**src/tbsf_pkg.sv**
```systemverilog
// ----------------------------------------------------------------------------
// tbsf_pkg
// Shared constants, codes, types and helpers of the torus box-sum filter.
// ----------------------------------------------------------------------------
package tbsf_pkg;

  // Grid geometry
  localparam int WIDTH_LOG2  = 6;
  localparam int HEIGHT_LOG2 = 6;
  localparam int ADDR_W      = WIDTH_LOG2 + HEIGHT_LOG2;
  localparam int GRID_W      = 1 << WIDTH_LOG2;
  localparam int GRID_H      = 1 << HEIGHT_LOG2;
  localparam int W_MASK      = GRID_W - 1;
  localparam int H_MASK      = GRID_H - 1;
  localparam int POS_W       = (WIDTH_LOG2 > HEIGHT_LOG2) ? WIDTH_LOG2 : HEIGHT_LOG2;
  localparam int MIN_LOG2    = (WIDTH_LOG2 < HEIGHT_LOG2) ? WIDTH_LOG2 : HEIGHT_LOG2;
  localparam int RADIUS_LIM  = (1 << (MIN_LOG2 - 1)) - 1;

  // Payload widths
  localparam int DATA_W = 16;
  localparam int IDX_W  = 12;
  localparam int RAD_W  = 5;
  localparam int K_W    = RAD_W + 1;

  // Configuration port
  localparam int PDATA_W   = 32;
  localparam int PADDR_W   = 3;
  localparam int REG_IDX_W = PADDR_W - 2;
  localparam logic [REG_IDX_W-1:0] REG_WINDOW_RADIUS = '0;
  localparam logic [RAD_W-1:0]     RADIUS_RESET      = 5'd4;

  // Command codes
  localparam logic CMD_WRITE = 1'b0;
  localparam logic CMD_READ  = 1'b1;

  typedef struct packed {
    logic             start;
    logic             col;
    logic [RAD_W-1:0] radius;
  } pass_ctl_t;

  typedef struct packed {
    logic [ADDR_W-1:0] addr_a;
    logic [ADDR_W-1:0] addr_b;
  } pass_rd_t;

  typedef struct packed {
    logic              en;
    logic [ADDR_W-1:0] addr;
    logic [DATA_W-1:0] data;
  } pass_wr_t;

  // Raster address of a point on a line: rows in the row pass, columns in the
  // column pass.
  function automatic logic [ADDR_W-1:0] cell_addr(input logic col,
                                                  input logic [POS_W-1:0] line,
                                                  input logic [POS_W-1:0] pos);
    logic [POS_W-1:0] x;
    logic [POS_W-1:0] y;
    x = col ? line : pos;
    y = col ? pos : line;
    return (ADDR_W'(y & POS_W'(H_MASK)) << WIDTH_LOG2) | ADDR_W'(x & POS_W'(W_MASK));
  endfunction

endpackage

```
**src/tbsf_pass.sv**
```systemverilog
// ----------------------------------------------------------------------------
// tbsf_pass
// Sliding-sum engine: one accumulator walks every line of the grid, first
// summing the 2r+1 cells around position zero, then adding the entering cell
// and dropping the leaving one per position. Runs the row pass and the column
// pass alike.
// ----------------------------------------------------------------------------
module tbsf_pass (
  input  logic                        clk_i,
  input  logic                        rst_ni,
  input  tbsf_pkg::pass_ctl_t         ctl_i,
  output tbsf_pkg::pass_rd_t          rd_o,
  input  logic [tbsf_pkg::DATA_W-1:0] rdata_a_i,
  input  logic [tbsf_pkg::DATA_W-1:0] rdata_b_i,
  output tbsf_pkg::pass_wr_t          wr_o,
  output logic                        done_o
);

  typedef enum logic [1:0] {S_IDLE, S_INIT, S_SLIDE} seq_e;

  seq_e                             seq_q;
  logic                             col_q;
  logic [tbsf_pkg::RAD_W-1:0]       radius_q;
  logic [tbsf_pkg::POS_W-1:0]       line_q;
  logic [tbsf_pkg::POS_W-1:0]       pos_q;
  logic [tbsf_pkg::K_W-1:0]         k_q;
  logic                             tag_valid_q;
  logic                             tag_slide_q;
  logic                             tag_first_q;
  logic                             tag_last_q;
  logic [tbsf_pkg::ADDR_W-1:0]      tag_dst_q;
  logic [tbsf_pkg::DATA_W-1:0]      acc_q;
  logic [tbsf_pkg::DATA_W-1:0]      acc_d;

  logic [tbsf_pkg::POS_W-1:0] pos_mask;
  logic [tbsf_pkg::POS_W-1:0] line_last;
  logic [tbsf_pkg::POS_W-1:0] r_p;
  logic [tbsf_pkg::POS_W-1:0] init_pos;
  logic [tbsf_pkg::POS_W-1:0] enter_pos;
  logic [tbsf_pkg::POS_W-1:0] leave_pos;
  logic                       k_last;
  logic                       pos_end;
  logic                       line_end;

  assign pos_mask  = col_q ? tbsf_pkg::POS_W'(tbsf_pkg::H_MASK)
                           : tbsf_pkg::POS_W'(tbsf_pkg::W_MASK);
  assign line_last = col_q ? tbsf_pkg::POS_W'(tbsf_pkg::W_MASK)
                           : tbsf_pkg::POS_W'(tbsf_pkg::H_MASK);
  assign r_p       = tbsf_pkg::POS_W'(radius_q);
  assign init_pos  = (tbsf_pkg::POS_W'(k_q) - r_p) & pos_mask;
  assign enter_pos = (pos_q + r_p + tbsf_pkg::POS_W'(1)) & pos_mask;
  assign leave_pos = (pos_q - r_p) & pos_mask;
  assign k_last    = (k_q == {radius_q, 1'b0});
  assign pos_end   = (pos_q == pos_mask);
  assign line_end  = (line_q == line_last);

  always_comb begin
    rd_o.addr_a = tbsf_pkg::cell_addr(col_q, line_q, enter_pos);
    rd_o.addr_b = tbsf_pkg::cell_addr(col_q, line_q, leave_pos);
    if (seq_q == S_INIT) begin
      rd_o.addr_a = tbsf_pkg::cell_addr(col_q, line_q, init_pos);
    end
  end

  // Window start for a line restarts from the first cell read.
  always_comb begin
    acc_d = acc_q;
    if (tag_valid_q) begin
      if (tag_slide_q) begin
        acc_d = acc_q + rdata_a_i - rdata_b_i;
      end else if (tag_first_q) begin
        acc_d = rdata_a_i;
      end else begin
        acc_d = acc_q + rdata_a_i;
      end
    end
  end

  assign wr_o.en   = tag_valid_q & tag_slide_q;
  assign wr_o.addr = tag_dst_q;
  assign wr_o.data = acc_q;
  assign done_o    = tag_valid_q & tag_last_q;

  always_ff @(posedge clk_i or negedge rst_ni) begin
    if (!rst_ni) begin
      seq_q       <= S_IDLE;
      col_q       <= 1'b0;
      radius_q    <= '0;
      line_q      <= '0;
      pos_q       <= '0;
      k_q         <= '0;
      tag_valid_q <= 1'b0;
      tag_slide_q <= 1'b0;
      tag_first_q <= 1'b0;
      tag_last_q  <= 1'b0;
      tag_dst_q   <= '0;
      acc_q       <= '0;
    end else begin
      acc_q       <= acc_d;
      tag_valid_q <= (seq_q != S_IDLE);
      tag_slide_q <= (seq_q == S_SLIDE);
      tag_first_q <= (seq_q == S_INIT) && (k_q == '0);
      tag_last_q  <= (seq_q == S_SLIDE) && pos_end && line_end;
      tag_dst_q   <= tbsf_pkg::cell_addr(col_q, line_q, pos_q);
      case (seq_q)
        S_IDLE: begin
          if (ctl_i.start) begin
            col_q    <= ctl_i.col;
            radius_q <= ctl_i.radius;
            line_q   <= '0;
            pos_q    <= '0;
            k_q      <= '0;
            seq_q    <= S_INIT;
          end
        end
        S_INIT: begin
          if (k_last) begin
            pos_q <= '0;
            seq_q <= S_SLIDE;
          end else begin
            k_q <= k_q + tbsf_pkg::K_W'(1);
          end
        end
        S_SLIDE: begin
          if (pos_end) begin
            if (line_end) begin
              seq_q <= S_IDLE;
            end else begin
              line_q <= line_q + tbsf_pkg::POS_W'(1);
              k_q    <= '0;
              seq_q  <= S_INIT;
            end
          end else begin
            pos_q <= pos_q + tbsf_pkg::POS_W'(1);
          end
        end
        default: begin
          seq_q <= S_IDLE;
        end
      endcase
    end
  end

endmodule

```
**config.mk**
```make
export PLATFORM = sky130hd
export DESIGN_NAME = tbsf_pass
export DESIGN_NICKNAME = d
export VERILOG_FILES = /design/src/tbsf_pkg.sv /design/src/tbsf_pass.sv
export SDC_FILE = /design/constraint.sdc
export NUM_CORES = 1
export LEC_CHECK = 0
export BUFFER_PORTS_ARGS = -buffer_cell sky130_fd_sc_hd__clkbuf_2
export CAP_MARGIN = 30
export CORE_ASPECT_RATIO = 0.5
export CORE_MARGIN = 2
export CORE_UTILIZATION = 31
export DETAILED_ROUTE_END_ITERATION = 16
export GPL_TIMING_DRIVEN = 0
export MAX_ROUTING_LAYER = met4
export SYNTH_ARGS = -nofsm -noshare
export SYNTH_HDL_FRONTEND = slang
export SYNTH_SLANG_ARGS = --single-unit
```
**constraint.sdc**
```tcl
create_clock -name clk_i -period 6.2 [get_ports clk_i]
set_input_delay 0.62 -clock clk_i [delete_from_list [all_inputs] [get_ports clk_i]]
set_output_delay 0.62 -clock clk_i [all_outputs]
set_load 0.01 [all_outputs]
```
After elaboration in Yosys (flattened, before gate mapping):

Index checks and enable logic that the tools add are counted.

* register bits: 58

* add/sub/neg operators: 9
* eq/ne operators: 11
* muxes and demuxes: 27
* bitwise operators: 6
* reduce and logical (&&, ||, !) cells: 13

Operator list (count)
* $mux W6: 16
* $or A12 B6 Y12: 4
* $pmux W6 S3: 2
* $mux W16: 2
* $add A6 B1 Y6 const B: 4
* $add A16 B16 Y16: 1
* $sub A16 B16 Y16: 1
* $eq A6 B6 Y1 const B: 2
* $mux W12: 1
* $ne A2 B2 Y1 const B: 6
* $pmux W6 S2: 1
* $sub A6 B5 Y6: 2
* $reduce_and A4 Y1: 2
* $add A6 B5 Y6: 1
* $eq A6 B6 Y1: 1
* $logic_not A6 Y1: 1
* $mux W2: 3
* $pmux W2 S3: 1
* $reduce_and A5 Y1: 1
* $reduce_bool A2 Y1: 2
* $logic_and A1 B1 Y1: 3
* $reduce_and A3 Y1: 1
* $reduce_bool A3 Y1: 1
* $and A1 B1 Y1: 2
* 5 further kinds: 5

Logic depth before layout (Yosys ltp):

Gate-level depths: netlist of the first run.

* depth after elaboration: 5
* depth in mapped cells: 16
* depth with buffers taken out: 16

Worst setup path before layout of the first run:

Ideal clock, no wire load.

* path type: in2reg
* from: input rdata_a_i[0] (netlist bit)
* to: register acc_q[14] (netlist bit)
* library setup time: 124 ps
* arrival: 3615 ps
* slack: 2461 ps
* stages on the path: 14
* path through: ha_1 -> fa_1 -> a21o_1 -> a31oi_1 -> o21ai_1 -> a21oi_1 -> xnor2_1 -> ha_1 -> and3_1 -> and2_1 -> a311oi_1 -> mux2i_1 -> nor2_1 -> a211o_1

* longest elaborated chain between the ends: 3
* elaborated cells on any way between the ends: 4

RTL lines
* start: declaration: RTL line tbsf_pass.sv:13 `input logic [tbsf_pkg::DATA_W-1:0] rdata_a_i,`
* $add A16 B16 Y16 (*): RTL line tbsf_pass.sv:70, tbsf_pass.sv:74
* $sub A16 B16 Y16 or $mux W16 (tied branches): RTL line tbsf_pass.sv:70, tbsf_pass.sv:71
* $mux W16 (*): RTL line tbsf_pass.sv:69 `if (tag_slide_q) begin`
* end signal: assignment: RTL line tbsf_pass.sv:97 `acc_q <= '0;`
* end signal: assignment: RTL line tbsf_pass.sv:99 `acc_q <= acc_d;`
* end: declaration: RTL line tbsf_pass.sv:32 `logic [tbsf_pkg::DATA_W-1:0] acc_q;`

Every way passes the cells marked *; elsewhere a longest branch is shown, timed or not.
A chain may end at the register's enable or synchronous reset.

Worst setup path in the final report of the first run:

* from: register acc_q[0] (netlist bit)
* to: register acc_q[14] (netlist bit)

* longest elaborated chain between the ends: 3
* elaborated cells on any way between the ends: 4

RTL lines (RTL line)
* $add A16 B16 Y16 (*): tbsf_pass.sv:70, tbsf_pass.sv:74
* $sub A16 B16 Y16 or $mux W16 (tied branches): tbsf_pass.sv:70, tbsf_pass.sv:71
* $mux W16 (*): tbsf_pass.sv:69

Marked as above.

==> impl_metrics.toml, run 1 <==
[run_status]
status = "finished clean"

[critical_path]
worstPathArrival_ns = 4.32
cp.required_ns = 6.41
crit_type = "reg2reg"
critical_path.endpoint_type = "flop"
cp_top_family = "compound AO/OA/AOI/OAI gates"
path_buf_inv = 0
critPathSlowestCell = "a311oi_1"
crit_chain = "ha_1 > fa_1 > a21o_1 > a31oi_1 > o21ai_1 > a21oi_1 > xnor2_1 > ha_1 > and3_1 > and2_1 > a311oi_1 > mux2i_1 > nor2_1 > a211o_1"
slowest_delay_ns = 0.54
worst-path-max-fanout = 5
startpoint_type = "flop"
critPathMostFrequentCell = "ha_1"

[timing]
slew_headroom_pct = 42.90
worst_pin_slew_ns = 0.8565
setup_viol = 0
worst_clock_skew_ns = 0.008921
fmax_mhz = 243.2
fin_setup_tns_ns = 0
finalHoldViolCount = 0
period_minus_slack_ns = 4.111
slew_violations = 0
timing.final.crit_share_pct = 66.31
rsz0062_at_grt = "no"

[die]
pin_count = 95
fp.dieH_um = 92.83
die_w_um = 181.7
start_util_pct = 31.74
fp-row-count = 32
die_area_um2 = 16860
core_area_um2 = 15410

[logic_synthesis]
synth_cell_type_count = 53
synthFlopType = "dfrtp_1"
syn_nets = 665
synth.avg_cell_area_um2 = 8.583
yosysSeqAreaShare_pct = 29.67
synth_cells = 570
synth_edf_count = 0
async_reset_ff_share_pct = 100.0
yosys_warnings = 0
syn_area_um2 = 4892
ys_ff_latch = 58

[global_route]
use_met3_pct = 3.736
grt.met1_usage_pct = 22.21
grt_pass1_vias = 4492
use_met2_pct = 26.98
antenna_found_initial = 0
gr-max-usage-layer = "met2"
grt_max_degree = 59
grt.total_usage_pct = 17.02
grt_pass1_wl_um = 22110
overflow = 0

[drt]
post_drt_wl_per_cell_um = 15.18
drc = 0
finalWirelength_um = 13420
vias = 4489
viasPerCell = 5.078
dr.pass1.iters = 4
drt_iter0_drc = 186
drtAntennaViolNets = 0

[pwr]
leakage_nw = 2.922
ir_drop_uv = 288.7
power.density_nw_per_um2 = 649.2

[clocking]
cts-root-buf = "clkbuf_16"
cts_sinks = 58
cts_hold_buf = 0
tritoncts = "built"
ctsResizeCount = 0
cts_max_level = 3
clk_pin_slew_ns = 0.05
worstSkewPairLatency_ns = 0.33
cts_buffers = 9
clock_path_buffers = 2
cts_setup_buffers = 0

[layout]
fillers = 1606
drive_gt1_share_pct = 19.26
layout.nets = 770
diodes = 0
syn2layout_area_growth_pct = 20.95
stdcell_count = 884

[min_path]
hp-class = "in2async"

[place]
numPortBuffers = 94
routabilityCongestion = 0.9072
dp.cells = 868
hpwlAfterDp_um = 10500

[run]
drv_cap = 0
-- worst reg2reg max path: cells and delay by family, from the launching register on --
kind,cells,cell delay (ns)
adder cells (fa/ha/maj),3,1.00
multiplexers,1,0.27
XOR/XNOR,1,0.16
AO/OA/AOI/OAI,6,1.73
flip-flops,1,0.40
AND/OR/NAND/NOR,3,0.43
-- layout make-up --
| type | count | area (um2) | area share [%] |
|---|---|---|---|
| Buffer | 17 | 63.81 | 1.078 |
| Clock buffer | 11 | 242.7 | 4.102 |
| Clock inverter | 5 | 53.80 | 0.9093 |
| Inverter | 43 | 161.4 | 2.728 |
| Multi-Input combinational cell | 452 | 3216 | 54.35 |
| Sequential cell | 58 | 1451 | 24.53 |
| Tap cell | 204 | 255.2 | 4.314 |
| Timing Repair Buffer | 94 | 473.0 | 7.993 |
-- per-stage QoR --
stage	power [mW]	area, um2	hold slack, ns	utilization, %	setup slack (ns)
finish	3.842	5917	0.4115	38.38	2.089
global route	4.228	5917	0.4900	38.38	1.914
CTS	3.862	5917	0.4534	38.38	2.096
detailed placement	3.343	5620	0.5296	36.46	1.802
global placement	3.307	5618	0.5262	36.44	1.846
floorplan	2.656	4892	0.3244	-	2.461
-- state kept, by name (all words and copies together), names as in the netlist --
register,cells
k_q,6
tag_valid_q,1
line_q,6
tag_slide_q,1
tag_last_q,1
seq_q,2
col_q,1
tag_first_q,1
tag_dst_q,12
acc_q,16
pos_q,6
radius_q,5
-- power by group --
| part | switching (mW) | total (mW) | internal (mW) |
|---|---|---|---|
| Combinational | 1.50 | 2.71 | 1.21 |
| Sequential | 0.133 | 0.634 | 0.501 |
| Clock | 0.176 | 0.496 | 0.320 |
-- synthesized netlist by cell type, types with 2 or more instances --
cell type	instances	area (um2)
nand2b_1	10	62.56
o211ai_1	2	15.01
o22ai_1	2	12.51
clkinv_1	2	7.510
a311oi_1	3	26.28
inv_1	41	153.9
and3_1	7	43.79
o21ai_0	50	250.2
or2_2	6	37.54
a21bo_2	2	20.02
nand2_1	59	221.5
nor2_1	35	131.4
nor4_1	4	25.02
a31oi_1	5	31.28
xor2_1	21	183.9
clkbuf_1	16	60.06
mux2_2	9	101.4
o31ai_1	4	30.03
nand4_1	3	18.77
dfrtp_1	58	1451
a21oi_1	41	205.2
a211oi_1	3	22.52
nor3b_1	2	15.01
nor3_1	4	20.02
a21o_1	14	105.1
ha_1	49	613.1
a21boi_0	2	15.01
and2_1	5	31.28
o21bai_1	7	52.55
fa_1	5	100.1
o21a_1	6	45.04
nor2b_1	8	50.05
nand3_1	14	70.07
mux2i_1	15	150.1
xnor2_1	31	271.5
a221o_1	4	40.04
a41oi_1	2	17.52
or3_1	2	12.51
a211o_1	3	26.28
-- placed cells by master (no fill, tap or decap), types with 4 or more instances in the layout --
master / n
clkbuf_2: 93
nand2_1: 59
dfrtp_1: 58
o21ai_0: 50
ha_1: 49
inv_1: 41
a21oi_1: 41
nor2_1: 35
xnor2_1: 31
xor2_1: 21
clkbuf_1: 17
mux2i_1: 15
a21o_1: 14
nand3_1: 14
nand2b_1: 10
mux2_2: 9
clkbuf_16: 9
nor2b_1: 8
o21bai_1: 7
and3_1: 7
or2_2: 6
o21a_1: 6
and2_1: 5
a31oi_1: 5
fa_1: 5
o31ai_1: 4
nor3_1: 4
nor4_1: 4
a221o_1: 4
-- metal layers --
metal	vias to the layer above	routed length [um]
met1	2134	6488
met2	120	5978
met4	0	162
met3	17	792
met5	-	0
li1	2218	-
-- cells by family (layout without fill, tap and decap cells) --
| logic type | after synthesis | count (layout) | share of synthesized area [%] |
|---|---|---|---|
| xor gates and xnor gates | 52 | 52 | 9.310 |
| adders and majority gates | 54 | 54 | 14.58 |
| and+or+nand+nor | 160 | 160 | 15.29 |
| muxes | 24 | 24 | 5.141 |
| DFF | 58 | 58 | 29.67 |
| buffers and inverters | 60 | 170 | 4.604 |
| AOI/OAI and AO/OA | 162 | 162 | 21.41 |
-- worst paths after layout --
| kind | cells past startpoint | endpoint | slack, ns | from |
|---|---|---|---|---|
| worst min register to register | 1 | acc_q[0] | 0.56 | acc_q[0] |
| worst max-delay path | 14 | acc_q[14] | 2.09 | acc_q[0] |
| worst max register to register | 14 | acc_q[14] | 2.09 | acc_q[0] |
| max in group asynchronous | 1 | k_q[2] | 5.21 | rst_ni |
| min in group clk_i | 3 | radius_q[2] | 0.50 | ctl_i[2] |
| worst min-delay path | 1 | acc_q[8] | 0.41 | rst_ni |
Note: power is estimated with default switching activity, not from simulation.
==> run 2: changes to the inputs <==
- clock period: 6.2 -> 3.3 ns (I/O delays scaled with it)
==> run 2 against run 1 <==
The flow now finishes with violations (negative setup slack). Setup slack got worse by 2.2 ns. Via count up 1.7%. Sequential share of layout area shrank 1.4 points. Combinational power up 120%. Critical path depth rose by 1. Largest cell class unchanged. First-iteration DRC count grew 21%. Register-to-register slack got worse by 2.2 ns. Sequential power grew 89%. Wire length up 4.8%.
==> impl_metrics.toml, run 2 (synthesis results as in run 1) <==
[critical_path]
path_buf_inv = 1
cp.required_ns = 3.51
crit_chain = "ha_4 > fa_2 > a21o_1 > a31oi_4 > o31ai_2 > a21oi_2 > o21bai_1 > a21oi_1 > xnor2_1 > ha_1 > buf_4 > nand2_1 > o21ai_0 > a221o_1 > a211o_1"
critPathSlowestCell = "dfrtp_1"
crit_type = "reg2reg"
critical_path.endpoint_type = "flop"
slowest_delay_ns = 0.41
worst-path-max-fanout = 3
startpoint_type = "flop"
worstPathArrival_ns = 3.60
cp_top_family = "compound AO/OA/AOI/OAI gates"

[layout]
syn2layout_area_growth_pct = 28.26
largest_reg_flops = 16
final_common_cell = "clkbuf_2"
top_register = "acc_q"
top_regs = "acc_q x16, tag_dst_q x12"
fin_util_pct = 40.71
layout_common_cells = "clkbuf_2, nand2_1, dfrtp_1, o21ai_0, ha_1"
diodes = 0
drive_gt1_share_pct = 25.57
layout.nets = 790

[clocking]
cts-root-buf = "clkbuf_16"
clk_pin_slew_ns = 0.05
cts_max_level = 3
worstSkewPairLatency_ns = 0.33
cts_buffers = 9
tritoncts = "built"
cts_hold_buf = 0
cts_sinks = 58
clock_path_buffers = 2

[timing]
fmax_mhz = 295.3
finalHoldViolCount = 0
timing.final.crit_share_pct = 102.6
worst_clock_skew_ns = 0.007865
period_minus_slack_ns = 3.387
slew_headroom_pct = 43.74
timing.final.ws_setup_ns = -0.08696
setup_viol = 3
slew_violations = 0
rsz0062_at_grt = "yes"
worst_pin_slew_ns = 0.8439

[global_route]
gr-max-usage-layer = "met2"
antenna_found_initial = 0
grt_max_degree = 59
grt.total_usage_pct = 17.47
overflow = 0
use_met3_pct = 2.949
grt.met1_usage_pct = 23.23
grt_pass1_wl_um = 22810
grt_pass1_vias = 4515
use_met2_pct = 28.38

[min_path]
hp-class = "in2async"

[die]
die_area_um2 = 16860
core_area_um2 = 15410
fp-row-count = 32
fp.dieH_um = 92.83
start_util_pct = 31.74
die_w_um = 181.7
pin_count = 95

[place]
routabilityCongestion = 0.8586
hpwlAfterDp_um = 10580
numPortBuffers = 94
place_ws_ns = -0.3885

[pwr]
ir_drop_uv = 542.0
leakage_nw = 3.049
power.density_nw_per_um2 = 1295
p_total_mw = 8.123

[drt]
vias = 4567
drc = 0
drtAntennaViolNets = 0
finalWirelength_um = 14070
viasPerCell = 5.052
post_drt_wl_per_cell_um = 15.56
dr.pass1.iters = 5
drt_iter0_drc = 225

[run]
drv_cap = 0

[run_status]
violations = "negative setup slack"
status = "finished with violations"
-- run 2: cell count changes in the layout (fill, tap and decap cells not counted), moves of 3 or more --
cell     delta
o21ai_1     +3
ha_4        +3
a21oi_2     +6
a21oi_1     -6
a31oi_1     -3
o21ai_2     +3
ha_1        -5
o21ai_0     -6
buf_4      +20
-- run 2: where the power goes --
part / switching [mW] / internal, mW / total, mW
clock network: 0.351 / 0.682 / 1.03
registers: 0.256 / 0.941 / 1.20
logic: 3.15 / 2.74 / 5.89
-- run 2: metal layers --
layer  up-vias  wire length [um]
met1      2197              6873
met2       105              6519
met5         -                 0
met4         0                79
li1       2256                 -
met3         9               595
-- run 2: layout make-up --
cell class	count	area, um2
inverter	43	161.4
sequential	58	1451
buffer	17	63.81
tap	204	255.2
multi-input combinational	452	3392
clock buffer	10	239.0
timing repair buffer	114	623.1
clock inverter	6	88.84
fill	1562	9140
-- run 2: worst reg2reg max path: cells and delay by family, from the launching register on --
family / cells / cell delay (ns)
xor+xnor: 1 / 0.15
compound gates: 9 / 1.68
flops: 1 / 0.41
fa+ha+maj: 3 / 0.85
buf+inv: 1 / 0.16
simple gates: 1 / 0.04
-- run 2: timing repair --
| action | CTS | global route |
|---|---|---|
| pin swaps | 16 | 9 |
| setup endpoints to repair | 5 | 7 |
| setup buffers | 12 | 8 |
| resized for setup | 17 | 15 |
| endpoints found under the hold margin | 0 | 0 |
-- run 2: path summary, 6_finish.rpt --
path,startpoint,end,slack (ns),cells after the start
min in group clk_i,ctl_i[4],radius_q[4],0.20,3
max in group asynchronous,rst_ni,radius_q[1],2.62,1
min reg2reg,line_q[0],line_q[0],0.56,1
max,acc_q[0],acc_q[14],-0.09,15
max reg2reg,acc_q[0],acc_q[14],-0.09,15
min,rst_ni,acc_q[8],0.12,1
-- run 2: metrics by stage --
stage | hold slack (ns) | cells | instance area [um2] | TNS (ns)
after detailed placement | 0.5196 | 868 | 5650 | -1.259
after global routing | 0.2034 | 904 | 6275 | -0.6445
after global placement | 0.5255 | 868 | 5648 | -1.056
after CTS | 0.1673 | 896 | 6161 | -0.1284
final | 0.1227 | 904 | 6275 | -0.1655
after floorplan | 0.03441 | 570 | 4922 | -0.01957
==> run 3: changes to the inputs <==
- GPL_TIMING_DRIVEN: 0 -> default
- HOLD_SLACK_MARGIN: default -> 0.15
==> run 3 against run 2 <==
The flow now finishes without violations. Setup slack better by 0.090 ns. Sequential power rose by 5%. Hold slack better by 0.079 ns. Cell area rose by 2.4%. Fmax is 2.7% higher. First-iteration DRC count down 21%. Combinational power grew 3.7%. Count of clock-buffer cells in the layout shrank 1. Critical endpoint unchanged. Largest cell class unchanged. Highest routed layer unchanged.
==> impl_metrics.toml, run 3 (synthesis results as in run 1) <==
[critical_path]
critical_path.endpoint_type = "flop"
cp.required_ns = 3.52
worst-path-max-fanout = 4
worstPathArrival_ns = 3.52
startpoint_type = "flop"
path_buf_inv = 0
slowest_delay_ns = 0.38
crit_chain = "ha_2 > fa_2 > a21o_1 > a31oi_4 > o21ai_1 > a21oi_1 > xnor2_1 > ha_1 > and3_4 > and2_4 > a311oi_4 > mux2i_1 > nor2_1 > a211o_1"
cp_top_family = "compound AO/OA/AOI/OAI gates"
critPathSlowestCell = "dfrtp_1"
crit_type = "reg2reg"

[layout]
drive_gt1_share_pct = 28.53
fin_util_pct = 41.66
top_register = "acc_q"
diodes = 0
final_common_cell = "clkbuf_2"
top_regs = "acc_q x16, tag_dst_q x12"
final_area_um2 = 6422
layout_common_cells = "clkbuf_2, nand2_1, dfrtp_1, buf_4, ha_1"
fillers = 1500
largest_reg_flops = 16
syn2layout_area_growth_pct = 31.28
stdcell_count = 926
layout.nets = 812

[timing]
slew_headroom_pct = 34.12
setup_viol = 0
timing.final.ws_setup_ns = 0.003403
worst_clock_skew_ns = 0.007276
holdWs_ns = 0.2015
period_minus_slack_ns = 3.297
rsz0062_at_grt = "yes"
timing.final.crit_share_pct = 99.90
finalHoldViolCount = 0
fmax_mhz = 303.3
slew_violations = 0
fin_setup_tns_ns = 0
worst_pin_slew_ns = 0.9881

[global_route]
overflow = 0
antenna_found_initial = 0
grt.total_usage_pct = 17.19
gr-max-usage-layer = "met2"
use_met2_pct = 28.16
grt_max_degree = 43
grt_pass1_wl_um = 22590
use_met3_pct = 3.146
grt.met1_usage_pct = 22.10
grt_pass1_vias = 4605

[run]
drv_cap = 0

[pwr]
ir_drop_uv = 429.2
p_total_mw = 8.406
power.density_nw_per_um2 = 1309
leakage_nw = 3.207

[clocking]
cts-root-buf = "clkbuf_16"
cts_sinks = 58
tritoncts = "built"
worstSkewPairLatency_ns = 0.33
cts_buffers = 9
clock_path_buffers = 2
cts_max_level = 3
clk_pin_slew_ns = 0.06

[place]
routabilityCongestion = 0.8977
numPortBuffers = 94
place_area_um2 = 5967
hpwlAfterDp_um = 10400
dp.cells = 902
place_ws_ns = -0.2207

[die]
die_area_um2 = 16860
fp-row-count = 32
fp.dieH_um = 92.83
core_area_um2 = 15410
start_util_pct = 31.74
die_w_um = 181.7
pin_count = 95

[drt]
dr.pass1.iters = 4
drtAntennaViolNets = 0
post_drt_wl_per_cell_um = 14.70
viasPerCell = 4.894
drt_iter0_drc = 177
vias = 4532
drc = 0
finalWirelength_um = 13620

[run_status]
status = "finished clean"

[min_path]
hp-class = "in2reg"
[run 3: cell count changes in the layout (fill, tap and decap cells not counted), sizes merged]
cell         previous run  this run
dlygate4sd3             0         1
clkinv                  3         5
buf                    21        58
clkinvlp                2         1
clkbuf                120       103
[run 3: worst paths after layout]
check                      startpoint           to  slack (ns)  cells after the start
hold / removal               ctl_i[5]        col_q        0.20                      3
min in group asynchronous      rst_ni    acc_q[11]        0.49                      2
setup / recovery             acc_q[0]    acc_q[14]       0.003                     14
setup reg to reg             acc_q[0]    acc_q[14]       0.003                     14
max in group asynchronous      rst_ni  radius_q[1]        1.87                      3
hold reg to reg             acc_q[13]    acc_q[13]        0.56                      2
[run 3: routing by layer]
metal | up-vias | wire length (um)
met5 | - | 0
met4 | 0 | 167
met3 | 14 | 637
met2 | 90 | 6150
met1 | 2129 | 6660
li1 | 2299 | -
[run 3: area by class of cell]
type / count / area, um2 / share of cell area (%)
sequential: 58 / 1451 / 22.60
tap: 204 / 255.2 / 3.974
clock buffer: 9 / 225.2 / 3.507
multi-input combinational: 452 / 3311 / 51.55
inverter: 43 / 161.4 / 2.513
timing repair buffer: 153 / 915.9 / 14.26
clock inverter: 7 / 102.6 / 1.598
[run 3: power breakdown]
part           total (mW)  internal [mW]  switching (mW)
Clock                1.03          0.667           0.367
Combinational        6.11           3.06            3.05
Sequential           1.26          0.938           0.326
[run 3: tightest hold or removal path: cells and delay by family]
family	cells	cell delay, ns
buffers and inverters	1	0.08
AO/OA/AOI/OAI	1	0.05
AND/OR/NAND/NOR	1	0.03
[run 3: repair_timing]
item,in CTS,in global routing
pin swaps,11,13
setup buffers,3,4
gates resized for setup,6,15
endpoints found under the setup margin,4,6
hold endpoints to repair,16,0
hold buffers,1,0
